==> config.mk <==
export PLATFORM = sky130hd
export DESIGN_NAME = key_matrix_scan_global_debounce_unit
export DESIGN_NICKNAME = d
export VERILOG_FILES = /design/src/hdl/kmsd_pkg.sv /design/src/hdl/kmsd_in_stage.sv /design/src/hdl/kmsd_core.sv /design/src/hdl/key_matrix_scan_global_debounce_unit.sv
export SDC_FILE = /design/constraint.sdc
export NUM_CORES = 1
export LEC_CHECK = 0
export ABC_AREA = 1
export BUFFER_PORTS_ARGS = -buffer_cell sky130_fd_sc_hd__clkbuf_2
export CAP_MARGIN = 20
export CELL_PAD_IN_SITES_DETAIL_PLACEMENT = 0
export CELL_PAD_IN_SITES_GLOBAL_PLACEMENT = 2
export CORE_MARGIN = 2
export CORE_UTILIZATION = 41
export DETAILED_ROUTE_END_ITERATION = 16
export PLACE_DENSITY = 0.9
export SETUP_SLACK_MARGIN = 0.15
export SKIP_LAST_GASP = 1
export SYNTH_ARGS = -nofsm -noshare
export SYNTH_HDL_FRONTEND = slang
export SYNTH_HIERARCHICAL = 1
export SYNTH_SLANG_ARGS = --single-unit
==> constraint.sdc <==
create_clock -name clk -period 13.8 [get_ports clk]
set_input_delay 2.07 -clock clk [delete_from_list [all_inputs] [get_ports clk]]
set_output_delay 2.07 -clock clk [all_outputs]
set_load 0.05 [all_outputs]
==> src/hdl/kmsd_pkg.sv <==
package kmsd_pkg;

    // fixed field widths
    localparam int COL_W   = 4;
    localparam int LEVEL_W = 8;
    localparam int TIME_W  = 16;
    localparam int DEB_W   = 8;

    // default matrix geometry
    localparam int ROWS_DEF = 8;
    localparam int COLS_DEF = 16;

    // configuration port
    localparam int              CFG_IDX_W   = 1;
    localparam int              CFG_DATA_W  = DEB_W;
    localparam logic [DEB_W-1:0] DEBOUNCE_RST = DEB_W'(5);

    typedef enum logic [CFG_IDX_W-1:0] {
        REG_DEBOUNCE_MS  = 1'b0,
        REG_INVERT_SENSE = 1'b1
    } cfg_reg_t;

    // one column sample
    typedef struct packed {
        logic [COL_W-1:0]   column;
        logic [LEVEL_W-1:0] row_levels;
        logic               end_of_scan;
        logic [TIME_W-1:0]  now_ms;
    } item_t;

    // one result
    typedef struct packed {
        logic [LEVEL_W-1:0] stable_bits;
        logic               window_open;
        logic               stable_updated;
        logic               all_keys_off;
    } result_t;

    // configuration as seen by the core
    typedef struct packed {
        logic [DEB_W-1:0] debounce_ms;
        logic             invert_sense;
    } cfg_t;

endpackage

==> src/hdl/kmsd_in_stage.sv <==
module kmsd_in_stage
(
    input  logic            clk,
    input  logic            rst_n,
    input  logic            load,
    input  logic            drain,
    input  kmsd_pkg::item_t item_in,
    output logic            item_valid,
    output kmsd_pkg::item_t item_out
);

    logic            valid_reg;
    logic            valid_next;
    kmsd_pkg::item_t item_reg;

    assign valid_next = load | (valid_reg & ~drain);

    always_ff @(posedge clk or negedge rst_n)
    begin
        if (!rst_n)
        begin
            valid_reg <= 1'b0;
        end
        else
        begin
            valid_reg <= valid_next;
        end
    end

    // payload, no reset
    always_ff @(posedge clk)
    begin
        if (load)
        begin
            item_reg <= item_in;
        end
    end

    assign item_valid = valid_reg;
    assign item_out   = item_reg;

endmodule

==> src/hdl/kmsd_core.sv <==
module kmsd_core
#(
    parameter int ROWS = kmsd_pkg::ROWS_DEF,
    parameter int COLS = kmsd_pkg::COLS_DEF
)
(
    input  logic              clk,
    input  logic              rst_n,
    input  logic              fire,
    input  kmsd_pkg::item_t   item,
    input  kmsd_pkg::cfg_t    cfg,
    output kmsd_pkg::result_t res
);

    localparam int CIDX_W = (COLS > 1) ? $clog2(COLS) : 1;

    logic [ROWS-1:0]   raw_reg    [COLS];
    logic [ROWS-1:0]   stable_reg [COLS];
    logic [ROWS-1:0]   raw_after  [COLS];
    logic [COLS-1:0]   raw_nz_reg;
    logic [COLS-1:0]   raw_nz_next;
    logic [COLS-1:0]   stable_nz_reg;
    logic              scan_changed_reg;
    logic              scan_changed_next;
    logic              win_active_reg;
    logic              win_active_next;
    logic [kmsd_pkg::TIME_W-1:0] win_start_reg;
    logic [kmsd_pkg::TIME_W-1:0] win_start_next;

    logic [CIDX_W-1:0] col_idx;
    logic              col_ok;
    logic [ROWS-1:0]   levels;
    logic              changed;
    logic              changed_eff;
    logic              open_now;
    logic              active_eff;
    logic [kmsd_pkg::TIME_W-1:0] elapsed;
    logic              copy;
    logic [ROWS-1:0]   col_bits;

    assign col_idx = CIDX_W'(item.column);
    assign col_ok  = (32'(item.column) < COLS);

    // widen first so that rows above the port still invert
    always_comb
    begin
        levels = ROWS'(item.row_levels);
        if (cfg.invert_sense)
        begin
            levels = ~levels;
        end
    end

    assign changed     = col_ok && (raw_reg[col_idx] != levels);
    assign changed_eff = scan_changed_reg | changed;

    always_comb
    begin
        for (int c = 0; c < COLS; c++)
        begin
            raw_after[c]   = raw_reg[c];
            raw_nz_next[c] = raw_nz_reg[c];
        end
        if (col_ok)
        begin
            raw_after[col_idx]   = levels;
            raw_nz_next[col_idx] = |levels;
        end
    end

    // global debounce window
    assign open_now       = item.end_of_scan & changed_eff & ~win_active_reg;
    assign active_eff     = win_active_reg | open_now;
    assign win_start_next = open_now ? item.now_ms : win_start_reg;
    assign elapsed        = item.now_ms - win_start_next;
    assign copy           = item.end_of_scan & active_eff &
                            (elapsed >= kmsd_pkg::TIME_W'(cfg.debounce_ms));

    assign win_active_next   = item.end_of_scan ? (active_eff & ~copy) : win_active_reg;
    assign scan_changed_next = item.end_of_scan ? 1'b0 : changed_eff;

    always_ff @(posedge clk or negedge rst_n)
    begin
        if (!rst_n)
        begin
            for (int c = 0; c < COLS; c++)
            begin
                raw_reg[c]    <= '0;
                stable_reg[c] <= '0;
            end
            raw_nz_reg       <= '0;
            stable_nz_reg    <= '0;
            scan_changed_reg <= 1'b0;
            win_active_reg   <= 1'b0;
            win_start_reg    <= '0;
        end
        else if (fire)
        begin
            for (int c = 0; c < COLS; c++)
            begin
                raw_reg[c] <= raw_after[c];
                if (copy)
                begin
                    stable_reg[c] <= raw_after[c];
                end
            end
            raw_nz_reg <= raw_nz_next;
            if (copy)
            begin
                stable_nz_reg <= raw_nz_next;
            end
            scan_changed_reg <= scan_changed_next;
            win_active_reg   <= win_active_next;
            win_start_reg    <= win_start_next;
        end
    end

    // column read after this item's update
    always_comb
    begin
        col_bits = '0;
        if (col_ok)
        begin
            col_bits = copy ? levels : stable_reg[col_idx];
        end
    end

    assign res.stable_bits    = kmsd_pkg::LEVEL_W'(col_bits);
    assign res.window_open    = win_active_next;
    assign res.stable_updated = copy;
    assign res.all_keys_off   = copy ? ~|raw_nz_next : ~|stable_nz_reg;

    a_copy_closes: assert property (@(posedge clk) disable iff (!rst_n)
        fire && res.stable_updated |-> !res.window_open)
        else $error("window still open after copy");

    a_window_only_at_eos: assert property (@(posedge clk) disable iff (!rst_n)
        fire && !item.end_of_scan |=> win_active_reg == $past(win_active_reg))
        else $error("window moved on a mid-scan item");

    a_change_cleared: assert property (@(posedge clk) disable iff (!rst_n)
        fire && item.end_of_scan |=> !scan_changed_reg)
        else $error("change note survived end of scan");

    a_stable_follows_raw: assert property (@(posedge clk) disable iff (!rst_n)
        fire && copy |=> stable_nz_reg == raw_nz_reg)
        else $error("stable summary differs from raw after copy");

endmodule

==> src/hdl/key_matrix_scan_global_debounce_unit.sv <==
// path: an accepted item is registered in the input register, and its result item is
//   registered in the result register, from which it can be taken
// throughput: one item per cycle unless out_stall holds the result register; the matrix
//   and window update in a single pass between the input register and the result register
// reset: rst_n asynchronous, active low; clears the raw and stable matrices,
//   the change note and the window, debounce_ms returns to 5, invert_sense to 0
module key_matrix_scan_global_debounce_unit
#(
    parameter int ROWS = kmsd_pkg::ROWS_DEF,
    parameter int COLS = kmsd_pkg::COLS_DEF
)
(
    input  logic                              clk,
    input  logic                              rst_n,

    // configuration write port
    input  logic                              cfg_write,
    input  logic [kmsd_pkg::CFG_IDX_W-1:0]    cfg_index,
    input  logic [kmsd_pkg::CFG_DATA_W-1:0]   cfg_data,

    // column sample items
    input  logic                              in_valid,
    output logic                              in_stall,
    input  logic [kmsd_pkg::COL_W-1:0]        column,
    input  logic [kmsd_pkg::LEVEL_W-1:0]      row_levels,
    input  logic                              end_of_scan,
    input  logic [kmsd_pkg::TIME_W-1:0]       now_ms,

    // result items
    output logic                              out_valid,
    input  logic                              out_stall,
    output logic [kmsd_pkg::LEVEL_W-1:0]      stable_bits,
    output logic                              window_open,
    output logic                              stable_updated,
    output logic                              all_keys_off
);

    // configuration registers
    logic [kmsd_pkg::DEB_W-1:0] debounce_ms_reg;
    logic                       invert_sense_reg;
    kmsd_pkg::cfg_t             cfg;

    always_ff @(posedge clk or negedge rst_n)
    begin
        if (!rst_n)
        begin
            debounce_ms_reg  <= kmsd_pkg::DEBOUNCE_RST;
            invert_sense_reg <= 1'b0;
        end
        else if (cfg_write)
        begin
            unique case (cfg_index)
                kmsd_pkg::REG_DEBOUNCE_MS:  debounce_ms_reg  <= cfg_data;
                kmsd_pkg::REG_INVERT_SENSE: invert_sense_reg <= cfg_data[0];
            endcase
        end
    end

    assign cfg.debounce_ms  = debounce_ms_reg;
    assign cfg.invert_sense = invert_sense_reg;

    // handshake: the result register frees up when empty or when taken; a result held
    // under out_stall keeps the input register from draining, and a full one stalls input
    kmsd_pkg::item_t   item_in;
    kmsd_pkg::item_t   item_s1;
    logic              s1_valid;
    logic              out_ready;
    logic              fire;
    logic              accept;
    kmsd_pkg::result_t res;
    kmsd_pkg::result_t res_reg;
    logic              out_valid_reg;
    logic              out_valid_next;

    assign item_in.column      = column;
    assign item_in.row_levels  = row_levels;
    assign item_in.end_of_scan = end_of_scan;
    assign item_in.now_ms      = now_ms;

    assign out_ready = ~out_valid_reg | ~out_stall;
    assign fire      = s1_valid & out_ready;
    assign in_stall  = s1_valid & ~out_ready;
    assign accept    = in_valid & ~in_stall;

    kmsd_in_stage u_in_stage
    (
        .clk        (clk),
        .rst_n      (rst_n),
        .load       (accept),
        .drain      (fire),
        .item_in    (item_in),
        .item_valid (s1_valid),
        .item_out   (item_s1)
    );

    // matrix state, window logic and result formation
    kmsd_core
    #(
        .ROWS (ROWS),
        .COLS (COLS)
    )
    u_core
    (
        .clk   (clk),
        .rst_n (rst_n),
        .fire  (fire),
        .item  (item_s1),
        .cfg   (cfg),
        .res   (res)
    );

    // result register
    assign out_valid_next = fire | (out_valid_reg & out_stall);

    always_ff @(posedge clk or negedge rst_n)
    begin
        if (!rst_n)
        begin
            out_valid_reg <= 1'b0;
        end
        else
        begin
            out_valid_reg <= out_valid_next;
        end
    end

    always_ff @(posedge clk)
    begin
        if (fire)
        begin
            res_reg <= res;
        end
    end

    assign out_valid      = out_valid_reg;
    assign stable_bits    = res_reg.stable_bits;
    assign window_open    = res_reg.window_open;
    assign stable_updated = res_reg.stable_updated;
    assign all_keys_off   = res_reg.all_keys_off;

    a_no_overwrite: assert property (@(posedge clk) disable iff (!rst_n)
        out_valid_reg && out_stall |-> !fire)
        else $error("result overwritten while held");

    a_s1_held: assert property (@(posedge clk) disable iff (!rst_n)
        s1_valid && !fire |-> in_stall)
        else $error("input accepted over a waiting item");

    a_fire_gives_result: assert property (@(posedge clk) disable iff (!rst_n)
        fire |=> out_valid_reg)
        else $error("processed item produced no result");

endmodule
; ---- After elaboration in Yosys (flattened, before gate mapping)
; Index checks and enable logic that the tools add are counted.
; W data, S select, Z words.
[totals]
in_bits = 43
latch_bits = 0
mem_bits_ro = 0
output_inout_bits = 13
mem_count = 0
register_bits = 357
mem_bits_rw = 0
[op_classes]
n_shift = 0
eq_ne = 1
n_div = 0
mul = 0
muxes = 18
reduce_logical = 10
add_sub_neg = 1
bitwise_logic = 25
order_cmp = 5
[op_table]
columns = operator, count
row1 = $bwmux W128, 1
row2 = $bmux W8 S4, 2
row3 = $mux W8, 7
row4 = $demux W8 S4, 1
row5 = $reduce_or A16 Y1, 2
row6 = $bwmux W16, 1
row7 = $ge A16 B8 Y1, 1
row8 = $mux W16, 1
row9 = $sub A16 B16 Y16, 1
row10 = $and A1 B1 Y1, 10
row11 = $ne A8 B8 Y1, 1
row12 = $not A1 Y1, 8
row13 = $not A8 Y8, 1
row14 = $reduce_or A8 Y1, 1
row15 = $reduce_and A2 Y1, 3
row16 = $ge A5 B5 Y1 const B, 1
row17 = $lt A4 B5 Y1 const B, 1
row18 = $lt A5 B1 Y1 const B, 1
row19 = $not A4 Y5, 1
row20 = $or A1 B1 Y1, 5
row21 = $demux W1 S4, 1
row22 = $ge A4 B1 Y1 const B, 1
row23 = $mux W1, 4
row24 = $logic_and A1 B1 Y1, 2
row25 = $logic_not A1 Y1, 2

; ---- Longest topological paths before layout
; Gate-level depths: netlist (run 1).
[depth]
ltp_word = 15
depth_mapped = 44

; ---- By module
; The synthesis (run 1) kept the hierarchy.
[modules_own_cells]
columns = module, seq_area_each_um2, cells_per_inst, area_per_inst_um2, instances
row1 = kmsd_core, 7657.3, 2400, 17441.7, 1
row2 = kmsd_in_stage, 895.9, 34, 910.9, 1
row3 = key_matrix_scan_global_debounce_unit, 583.1, 60, 758.2, 1

; ---- Least setup slack after synthesis (run 1)
; Ideal clock, no wire load.
[synth_path]
path_type = register -> register
from = register u_in_stage.item_reg, in the netlist u_in_stage/item_out[26]
to = register res_reg, in the netlist stable_bits[2] (data pin)
setup_time_ns = 0.261
arrival_time_ns = 4.837
required_time_ns = 13.539
period_less_slack_ns = 5.098
path_stages_with_launch = 37
path_slack_ns = 8.702
cell_sequence = edfxtp_1 > inv_2 > clkbuf_1 > nand2_1 > nand2_1 > nand2_1 > nand2_1 > o21ai_1 > nand2_1 > nand2_1 > nor2_1 > nand3_2 > nand3_2 > buf_4 > buf_2 > o21ai_0 > ha_1 > inv_1 > fa_1 > ha_1 > a21boi_0 > o21a_1 > o21ai_0 > nand2_1 > a21oi_1 > o21bai_1 > a21o_1 > a21oi_1 > nand3_1 > nor2_1 > nand2_1 > nor2_1 > nand2_1 > buf_4 > nand2_2 > buf_4 > o21ai_0
[synth_rtl]
columns = item, line
row1 = from (decl), kmsd_in_stage.sv:14  ; kmsd_pkg::item_t item_reg;
row2 = from (signal assigned), kmsd_in_stage.sv:35  ; item_reg <= item_in;
row3 = to (signal assigned), key_matrix_scan_global_debounce_unit.sv:131  ; res_reg <= res;
row4 = to (decl), key_matrix_scan_global_debounce_unit.sv:71  ; kmsd_pkg::result_t res_reg;

; ---- Final worst setup path (run 1)
[layout_path]
from = register u_in_stage.item_reg, in the netlist u_in_stage/item_out[25]
to = register u_core/stable_reg[60] (netlist bit)
[layout_between]
elab_chain_cells = 13
word_cells_on_any_way = 21
[layout_lines]
columns = item, line
row1 = $not A4 Y5 (implied by the code), kmsd_core.sv:54  ; assign changed = col_ok && (raw_reg[col_idx] != levels);
row2 = $bmux W8 S4, kmsd_core.sv:54
row3 = $mux W8 (implied by the code) (2 in series), kmsd_core.sv:54
row4 = $ne A8 B8 Y1, kmsd_core.sv:54
row5 = $or A1 B1 Y1, kmsd_core.sv:55  ; assign changed_eff = scan_changed_reg | changed;
row6 = $and A1 B1 Y1 (2 in series), kmsd_core.sv:72  ; assign open_now = item.end_of_scan & changed_eff & ~win_active_reg;
row7 = $mux W16, kmsd_core.sv:74  ; assign win_start_next = open_now ? item.now_ms : win_start_reg;
row8 = "named net u_core.win_start_next, one bit", kmsd_core.sv:28  ; logic [kmsd_pkg::TIME_W-1:0] win_start_next;
row9 = $sub A16 B16 Y16, kmsd_core.sv:75  ; assign elapsed = item.now_ms - win_start_next;
row10 = $ge A16 B8 Y1, kmsd_core.sv:77  ; (elapsed >= kmsd_pkg::TIME_W'(cfg.debounce_ms));
row11 = $and A1 B1 Y1, kmsd_core.sv:76  ; assign copy = item.end_of_scan & active_eff &
row12 = $reduce_and A2 Y1 (no line), --
row13 = "to (signal, indexed assignment)", kmsd_core.sv:104  ; stable_reg[c] <= raw_after[c];
row14 = to (decl), kmsd_core.sv:18  ; logic [ROWS-1:0] stable_reg [COLS];
; The timed path passes the listed nets, and every way through them passes these cells. The select of a mux whose other input is x is not followed.
; A chain may end at the register's enable or synchronous reset.

==> results of run 1 <==
## synthesized netlist by cell type (10+ instances only)
| library cell | count | area (sq um) |
|---|---|---|
| dfrtp_1 | 315 | 7880 |
| or4_1 | 10 | 75.1 |
| edfxtp_1 | 40 | 1200 |
| buf_4 | 16 | 120 |
| buf_1 | 25 | 93.8 |
| o21ai_0 | 335 | 1680 |
| ha_1 | 18 | 225 |
| xor2_1 | 10 | 87.6 |
| a22oi_1 | 67 | 503 |
| mux2i_1 | 10 | 100 |
| a21oi_1 | 57 | 285 |
| buf_6 | 11 | 124 |
| inv_1 | 220 | 826 |
| nor2_1 | 75 | 282 |
| nand3_1 | 29 | 145 |
| or2_2 | 16 | 100 |
| clkbuf_1 | 82 | 308 |
| nand2_1 | 903 | 3390 |
| buf_2 | 32 | 160 |
| nand4_1 | 151 | 945 |
## worst max-delay path, delay by kind of cell (launching register included)
kind | cells | cell delay [ps]
and+or+nand+nor | 17 | 3510
adders and majority gates | 3 | 960
AOI/OAI and AO/OA | 10 | 1640
DFF | 1 | 320
buffers and inverters | 6 | 2360
## power groups by stage
| stage | combinational (mW) | clock, mW | sequential, mW |
|---|---|---|---|
| floorplan | 1.03 | 0 | 1.57 |
| global placement | 1.39 | 0 | 1.58 |
| detailed placement | 1.42 | 0 | 1.58 |
| CTS | 1.43 | 1.15 | 1.57 |
| global route | 1.63 | 1.20 | 1.61 |
| finish | 1.42 | 1.12 | 1.57 |
## cell type report
| type | instances | share of cell area (%) |
|---|---|---|
| Inverter | 228 | 4.06 |
| Antenna cell | 1 | 0.0118 |
| Clock buffer | 64 | 6.13 |
| Multi-Input combinational cell | 1742 | 39.5 |
| Timing Repair Buffer | 102 | 3.13 |
| Tap cell | 607 | 3.59 |
| Sequential cell | 357 | 43.2 |
| Clock inverter | 13 | 0.443 |
## through the flow
stage	cell area [sq um]	total power [mW]	hold WS (ps)
after global placement	19800	2.97	449
after floorplan	19100	2.61	433
after global routing	21200	4.43	483
after detailed placement	19800	3.00	450
after CTS	21200	4.15	465
final	21200	4.12	460
## routing by layer
metal  global-route usage (%)  share of wire (%)  up-vias
li1                         -                  -     8164
met4                     8.99                3.4        2
met1                     33.7                 44     8032
met3                     3.92                5.5      112
met5                        0              0.022        -
met2                     41.9                 47      444
## logic make-up after synthesis
| family | synth area share [%] |
|---|---|
| AOI/OAI and AO/OA | 13.8 |
| xor gates and xnor gates | 0.720 |
| adders and majority gates | 1.28 |
| buffers and inverters | 8.79 |
| DFF | 47.8 |
| muxes | 0.524 |
| and+or+nand+nor | 27.1 |
## worst paths after layout
check	to	depth (start not counted)	from
min reg2reg	u_core/stable_nz_reg[10]	2	u_core/stable_nz_reg[10]
min in group asynchronous	u_core/stable_reg[76]	1	rst_n
max	u_core/stable_reg[60]	36	u_in_stage/item_out[25]
max reg2reg	u_core/stable_reg[60]	36	u_in_stage/item_out[25]
min	u_core/stable_nz_reg[10]	2	u_core/stable_nz_reg[10]
max in group asynchronous	u_core/stable_nz_reg[1]	4	rst_n
==> impl_metrics.json, run 1 <==
{
  "slew_headroom_pct": 22.2,
  "mostFrequentLayoutCell": "nand2_1",
  "drc": 0,
  "crit_required_ps": 14300,
  "slew_viol_final": 0,
  "crit_top_cell": "nand2_1",
  "hold_violations": 0,
  "cts_tree": "done",
  "tns_ps": 0,
  "placedCellCount": 3036,
  "fillers": 4635,
  "ff2ff_setup_slack_ps": 4730,
  "p_clk_share_pct": 27.3,
  "synth_edf_count": 40,
  "coreArea_sq_um": 46300,
  "yosysWarnings": 6,
  "syn_to_final_growth_pct": 10.8,
  "grt-ovfl-total": 0,
  "worstSetupEndpointType": "flip-flop",
  "drv_cap": 0,
  "critPathMaxFanout": 80,
  "synth-seq-cells": 357,
  "postCtsSetupBuffers": 0,
  "period_needed_ps": 9070,
  "ctsHtreeMaxLevel": 2,
  "dieWidth_microns": 220,
  "place_congestion": 0.831,
  "grt_util_all_layers_pct": 25.3,
  "antenna_found_initial": 2,
  "drt-initial-drc-count": 1514,
  "num_io_pins": 56,
  "synth_cell_types": 47,
  "post-place-ws_ps": 4760,
  "cts-root-buf": "clkbuf_16",
  "fin_nets": 2536,
  "async_flop_share_pct": 88.8,
  "critPathMaxStageDelay_ps": 800,
  "drtAntennaViolNets": 0,
  "drive_gt1_share_pct": 8.74,
  "drt-vias-per-instance": 5.38,
  "grt_max_degree": 220,
  "fin_util_pct": 45.8,
  "total_leakage_power_nw": 10.2,
  "fp.dieH_microns": 220,
  "crit_slowest_cell": "buf_4",
  "ys_seq_area_share_pct": 47.8,
  "regArea_sq_um": 9140,
  "num_rows": 79,
  "instances_no_fill": 3114,
  "min_path_type": "flip-flop to flip-flop",
  "start_kind": "flip-flop",
  "syn_avg_cell_area_sq_um": 7.66,
  "initial_core_util_pct": 41.3,
  "cts_num_sinks": 357,
  "ir_drop_mv": 0.139,
  "max_freq_mhz": 110,
  "cts_buffers": 43,
  "most-common-layout-cells": "nand2_1, o21ai_0, dfrtp_1, inv_1, nand4_1",
  "worst_slew_pin_slew_ps": 1170,
  "cellPowerDensity_nw_per_um2": 195,
  "dpl.hpwl_mm": 35.7,
  "synth_nets": 2556,
  "synth_flop_cell": "dfrtp_1",
  "setup_viol": 0,
  "comb_power_share_pct": 34.6,
  "layout_setup_ws_ps": 4730,
  "grt_pass1_vias": 16200,
  "p_int_mw": 2.50,
  "finalCritPeriodShare_pct": 65.7,
  "multi_input_area_sq_um": 8350,
  "routedWlPerCell_microns": 19.1,
  "syn_inst": 2494,
  "swShare_pct": 39.2,
  "ctsResizeCount": 0,
  "worstPathArrival_ps": 9570,
  "outcome": "completed",
  "criticalPathCategory": "flip-flop to flip-flop",
  "cts.path.max_buffers": 3,
  "seq_power_share_pct": 38.1,
  "syn_area_sq_um": 19100,
  "die_area_sq_um": 48400,
  "cts_hold_buffers": 0,
  "rsz0062_at_grt": "false",
  "drt_first_pass_iters": 5,
  "p_sw_mw": 1.62,
  "path_clk_slew_ps": 60,
  "port_buffers": 55,
  "drt_wl_total_mm": 59.5,
  "vias": 16800,
  "grt_pass1_wl_mm": 93.5,
  "insertion_delay_ps": 570,
  "fin_skew_ps": 19.1
}
(Power assumes the default switching activity.)
==> inputs of run 2 (changes only) <==
--- a/config.mk
+++ b/config.mk
@@ -11,9 +11,9 @@
 export CELL_PAD_IN_SITES_DETAIL_PLACEMENT = 0
 export CELL_PAD_IN_SITES_GLOBAL_PLACEMENT = 2
 export CORE_MARGIN = 2
-export CORE_UTILIZATION = 41
+export CORE_UTILIZATION = 34
 export DETAILED_ROUTE_END_ITERATION = 16
-export PLACE_DENSITY = 0.9
+export PLACE_DENSITY = 0.8
 export SETUP_SLACK_MARGIN = 0.15
 export SKIP_LAST_GASP = 1
 export SYNTH_ARGS = -nofsm -noshare
==> constraint.sdc (replaced) <==
create_clock -name clk -period 7.9 [get_ports clk]
set_input_delay 1.185 -clock clk [delete_from_list [all_inputs] [get_ports clk]]
set_output_delay 1.185 -clock clk [all_outputs]
set_load 0.05 [all_outputs]
==> run 2 against run 1 <==
  * Via count rose by 0.35%
  * Critical path depth rose by 1
  * Highest routed layer unchanged
  * Critical path type unchanged
  * Largest power group unchanged
  * Wire length rose by 5.6%
  * Sequential power rose by 76%
  * Non-clock buffer count rose by 4
  * Worst setup slack got worse by 3100 ps
  * Count of clock-buffer cells in the layout rose by 5
  * Clock skew barely moved
==> impl_metrics.json, run 2 (synthesis results as in run 1) <==
{
  "outcome": "completed",
  "vias": 16800,
  "num_rows": 86,
  "start_kind": "flip-flop",
  "critPathMaxStageDelay_ps": 600,
  "max_freq_mhz": 158,
  "criticalPathCategory": "flip-flop to flip-flop",
  "total_leakage_power_nw": 10.2,
  "dpl.hpwl_mm": 38.3,
  "coreArea_sq_um": 55300,
  "drt_wl_total_mm": 62.8,
  "ir_drop_mv": 0.237,
  "cpLargestDelayFamily": "simple AND/OR/NAND/NOR gates",
  "die_area_sq_um": 58100,
  "drt-vias-per-instance": 5.16,
  "routedWlPerCell_microns": 19.3,
  "grt_util_all_layers_pct": 22.1,
  "cellPowerDensity_nw_per_um2": 338,
  "drc": 0,
  "antenna_found_initial": 2,
  "syn_to_final_growth_pct": 12.0,
  "critPathBufInv": 4,
  "fin_util_pct": 38.7,
  "insertion_delay_ps": 580,
  "cts_buffers": 44,
  "num_antenna_cells": 0,
  "cts_num_sinks": 357,
  "slew_headroom_pct": 26.3,
  "cts.path.max_buffers": 3,
  "slew_viol_final": 0,
  "path_clk_slew_ps": 60,
  "instances_no_fill": 3260,
  "period_needed_ps": 6310,
  "setup_viol": 0,
  "tns_ps": 0,
  "drt-initial-drc-count": 1327,
  "drtAntennaViolNets": 0,
  "num_io_pins": 56,
  "dieWidth_microns": 241,
  "initial_core_util_pct": 34.6,
  "fin_nets": 2541,
  "hold_violations": 0,
  "crit_top_cell": "nand2_1",
  "ctsHtreeMaxLevel": 2,
  "critPathMaxFanout": 54,
  "postCtsSetupBuffers": 0,
  "cts_tree": "done",
  "worstPathArrival_ps": 6820,
  "placedCellCount": 3181,
  "fp.dieH_microns": 241,
  "most-common-layout-cells": "nand2_1, o21ai_0, dfrtp_1, inv_1, nand4_1",
  "grt_max_degree": 243,
  "grt_pass1_vias": 16400,
  "rsz0062_at_grt": "false",
  "fin_skew_ps": 19.4,
  "mostFrequentLayoutCell": "nand2_1",
  "drive_gt1_share_pct": 8.64,
  "grt-ovfl-total": 0,
  "worstSetupEndpointType": "flip-flop",
  "place_congestion": 0.813,
  "cts-root-buf": "clkbuf_16",
  "drv_cap": 0,
  "ctsResizeCount": 0,
  "min_path_type": "flip-flop to flip-flop",
  "cts_hold_buffers": 0,
  "finalCritPeriodShare_pct": 79.9,
  "port_buffers": 55,
  "worst_slew_pin_slew_ps": 1100,
  "grt_pass1_wl_mm": 98.2,
  "crit_slowest_cell": "edfxtp_1",
  "crit_required_ps": 8410,
  "drt_first_pass_iters": 5
}
-- run 2: changes by cell type in the layout (fill, tap and decap cells not counted), moves of 2 or more --
cell      change
nor2_1        +2
nor2_2        -2
clkinv_2      -3
inv_6         +2
clkbuf_1      +6
buf_12        +3
-- run 2: cell type report --
cell class | instances | area, sq um
Fill cell | 5771 | 33900
Sequential cell | 357 | 9140
Multi-Input combinational cell | 1742 | 8360
Clock buffer | 69 | 1310
Tap cell | 748 | 936
Inverter | 228 | 858
Timing Repair Buffer | 106 | 751
Clock inverter | 10 | 57.6
-- run 2: metal layers --
metal | vias to the layer above | wire (microns) | GRT usage, %
met1 | 8029 | 29000 | 30.8
li1 | 8169 | - | -
met2 | 501 | 28000 | 34.6
met5 | - | 9 | 0
met3 | 112 | 3850 | 4.12
met4 | 2 | 1920 | 6.90
-- run 2: path summary, 6_finish.rpt --
check	startpoint	endpoint	slack, ps	cells past startpoint
min in group asynchronous	rst_n	u_core/raw_reg[22]	560	1
max	u_in_stage/item_out[26]	u_core/stable_reg[26]	1590	37
max in group asynchronous	rst_n	u_core/raw_reg[80]	5820	2
max reg2reg	u_in_stage/item_out[26]	u_core/stable_reg[26]	1590	37
min	debounce_ms_reg[2]	debounce_ms_reg[2]	470	2
min reg2reg	debounce_ms_reg[2]	debounce_ms_reg[2]	470	2
-- run 2: power breakdown --
part,switching (mW),internal (mW),total (mW)
combinational,1.75,0.780,2.53
sequential,0.318,2.45,2.76
clock,0.815,1.13,1.95
total,2.88,4.36,7.24
-- run 2: worst reg2reg max path: cells and delay by family, from the launching register on --
kind	cells	cell delay, ps
fa+ha+maj	3	960
compound gates	9	1090
simple gates	21	2620
flops	1	600
buf+inv	4	970
-- run 2: stage by stage --
stage	instance area (sq um)	total power [mW]	hold slack, ps	setup slack, ps
global route	21400	7.79	487	1090
global placement	20000	5.26	449	1670
finish	21400	7.24	468	1590
CTS	21400	7.30	466	1600
detailed placement	20000	5.31	455	1650
floorplan	19100	4.55	433	2800
==> inputs of run 3 (changes only) <==
--- a/config.mk
+++ b/config.mk
@@ -11,9 +11,9 @@
 export CELL_PAD_IN_SITES_DETAIL_PLACEMENT = 0
 export CELL_PAD_IN_SITES_GLOBAL_PLACEMENT = 2
 export CORE_MARGIN = 2
-export CORE_UTILIZATION = 34
+export CORE_UTILIZATION = 38
 export DETAILED_ROUTE_END_ITERATION = 16
-export PLACE_DENSITY = 0.8
+export PLACE_DENSITY = 0.85
 export SETUP_SLACK_MARGIN = 0.15
 export SKIP_LAST_GASP = 1
 export SYNTH_ARGS = -nofsm -noshare
==> constraint.sdc (replaced) <==
create_clock -name clk -period 6.34 [get_ports clk]
set_input_delay 0.951 -clock clk [delete_from_list [all_inputs] [get_ports clk]]
set_output_delay 0.951 -clock clk [all_outputs]
set_load 0.05 [all_outputs]
==> run 3 against run 2 <==
  * Highest routed layer is now met4
  * Critical path depth fell by 2
  * Die area is 10% lower
  * Worst hold slack worse by 110 ps
  * Power is 26% higher
  * Combinational power rose by 28%
  * Via count shrank 0.18%
==> impl_metrics.json, run 3 (synthesis results as in run 1) <==
{
  "outcome": "completed",
  "drive_gt1_share_pct": 9.99,
  "fin_skew_ps": 15.0,
  "coreArea_sq_um": 49900,
  "crit_start": "u_in_stage/item_out[25]",
  "cts.path.max_buffers": 3,
  "min_path_type": "primary input to asynchronous set/reset pin",
  "period_needed_ps": 5840,
  "max_freq_mhz": 171,
  "num_antenna_cells": 0,
  "place_congestion": 0.854,
  "r2r_end": "stable_bits[7]",
  "critPathMaxStageDelay_ps": 470,
  "fp.dieH_microns": 228,
  "cellPowerDensity_nw_per_um2": 421,
  "ir_drop_mv": 0.318,
  "critPathMaxFanout": 12,
  "crit_top_cell": "nand2_1",
  "most-common-layout-cells": "nand2_1, o21ai_0, dfrtp_1, inv_1, nand4_1",
  "fin_util_pct": 43.5,
  "vias": 16800,
  "antenna_found_initial": 0,
  "criticalPathCategory": "flip-flop to flip-flop",
  "syn_to_final_growth_pct": 13.6,
  "ctsHtreeMaxLevel": 2,
  "initial_core_util_pct": 38.3,
  "crit_required_ps": 6650,
  "cts_num_sinks": 357,
  "crit_slowest_cell": "edfxtp_1",
  "cts-root-buf": "clkbuf_16",
  "grt_util_all_layers_pct": 23.6,
  "setup_viol": 0,
  "total_leakage_power_nw": 10.4,
  "tns_ps": 0,
  "drtAntennaViolNets": 0,
  "insertion_delay_ps": 580,
  "hold_violations": 0,
  "rsz0062_at_grt": "false",
  "grt_pass1_vias": 16100,
  "cts_buffers": 44,
  "die_area_sq_um": 52100,
  "slew_headroom_pct": 15.1,
  "slew_viol_final": 0,
  "routedWlPerCell_microns": 19.3,
  "grt-ovfl-total": 0,
  "drt-vias-per-instance": 5.22,
  "mostFrequentLayoutCell": "nand2_1",
  "port_buffers": 55,
  "placedCellCount": 3119,
  "finalCritPeriodShare_pct": 92.1,
  "path_clk_slew_ps": 60,
  "num_rows": 82,
  "cts_tree": "done",
  "dieWidth_microns": 228,
  "drv_cap": 0,
  "worstPathArrival_ps": 6140,
  "num_io_pins": 56,
  "start_kind": "flip-flop",
  "reg2reg_depth": 35,
  "ff2ff_setup_slack_ps": 500,
  "worstSetupEndpointType": "flip-flop",
  "drt_wl_total_mm": 62.0,
  "r2r_start": "u_in_stage/item_out[25]",
  "dpl.hpwl_mm": 38.5,
  "drc": 0,
  "grt_pass1_wl_mm": 95.5,
  "drt-initial-drc-count": 1419,
  "instances_no_fill": 3214,
  "fin_nets": 2572,
  "drt_first_pass_iters": 6,
  "worst_slew_pin_slew_ps": 1270,
  "grt_max_degree": 239,
  "cts_hold_buffers": 0
}
[run 3: cell types whose count changed in the layout (fill, tap and decap cells not counted), moves of 3 or more]
cell       delta
buf_4        +22
buf_12        +3
clkinv_2      -4
bufinv_16     +3
[run 3: repair_timing]
item | CTS | global route
pin swaps | 1 | 4
cloned | 1 | 4
setup buffers | 0 | 12
setup endpoints to repair | 6 | 156
resized for setup | 0 | 16
[run 3: per-stage QoR]
stage / total power, mW / cell area [sq um] / worst slack [ps] / hold WS (ps)
after floorplan: 5.67 / 19100 / 1240 / 433
after global placement: 6.55 / 20100 / 241 / 451
after detailed placement: 6.61 / 20100 / 138 / 449
after CTS: 9.13 / 21500 / 173 / 423
after global routing: 9.80 / 21700 / 110 / 442
final: 9.14 / 21700 / 504 / 359
[run 3: final cells by class]
type,count,area [sq um]
timing repair inverter,1,8.76
inverter,228,886
fill,5083,28200
timing repair buffer,132,975
multi-input combinational,1746,8450
sequential,357,9140
clock buffer,67,1290
tap,672,841
clock inverter,11,120
[run 3: worst max-delay path: cells and delay by family, from the launching register on]
kind | cells | cell delay (ps)
DFF | 1 | 470
and+or+nand+nor | 19 | 2010
AOI/OAI and AO/OA | 9 | 1450
buffers and inverters | 4 | 650
adders and majority gates | 3 | 960
[run 3: power breakdown]
part,internal (mW),switching (mW)
registers,3.05,0.371
logic,1.02,2.21
clock network,1.48,1.01
[run 3: worst max path at each step]
stage          depth (start not counted)              to
2_1_floorplan                         36  stable_bits[2]
3_3_place_gp                          34  stable_bits[5]
3_5_place_dp                          34  stable_bits[0]
4_1_cts                               34  stable_bits[0]
5_1_grt                               35  stable_bits[7]
6_report                              35  stable_bits[7]
[run 3: per-layer routing]
metal	GRT usage [%]	up-vias	wire length (microns)
li1	-	8230	-
met1	32.4	8001	28000
met5	0	-	0
met2	37.7	455	28300
met4	7.56	0	1900
met3	4.63	96	3770
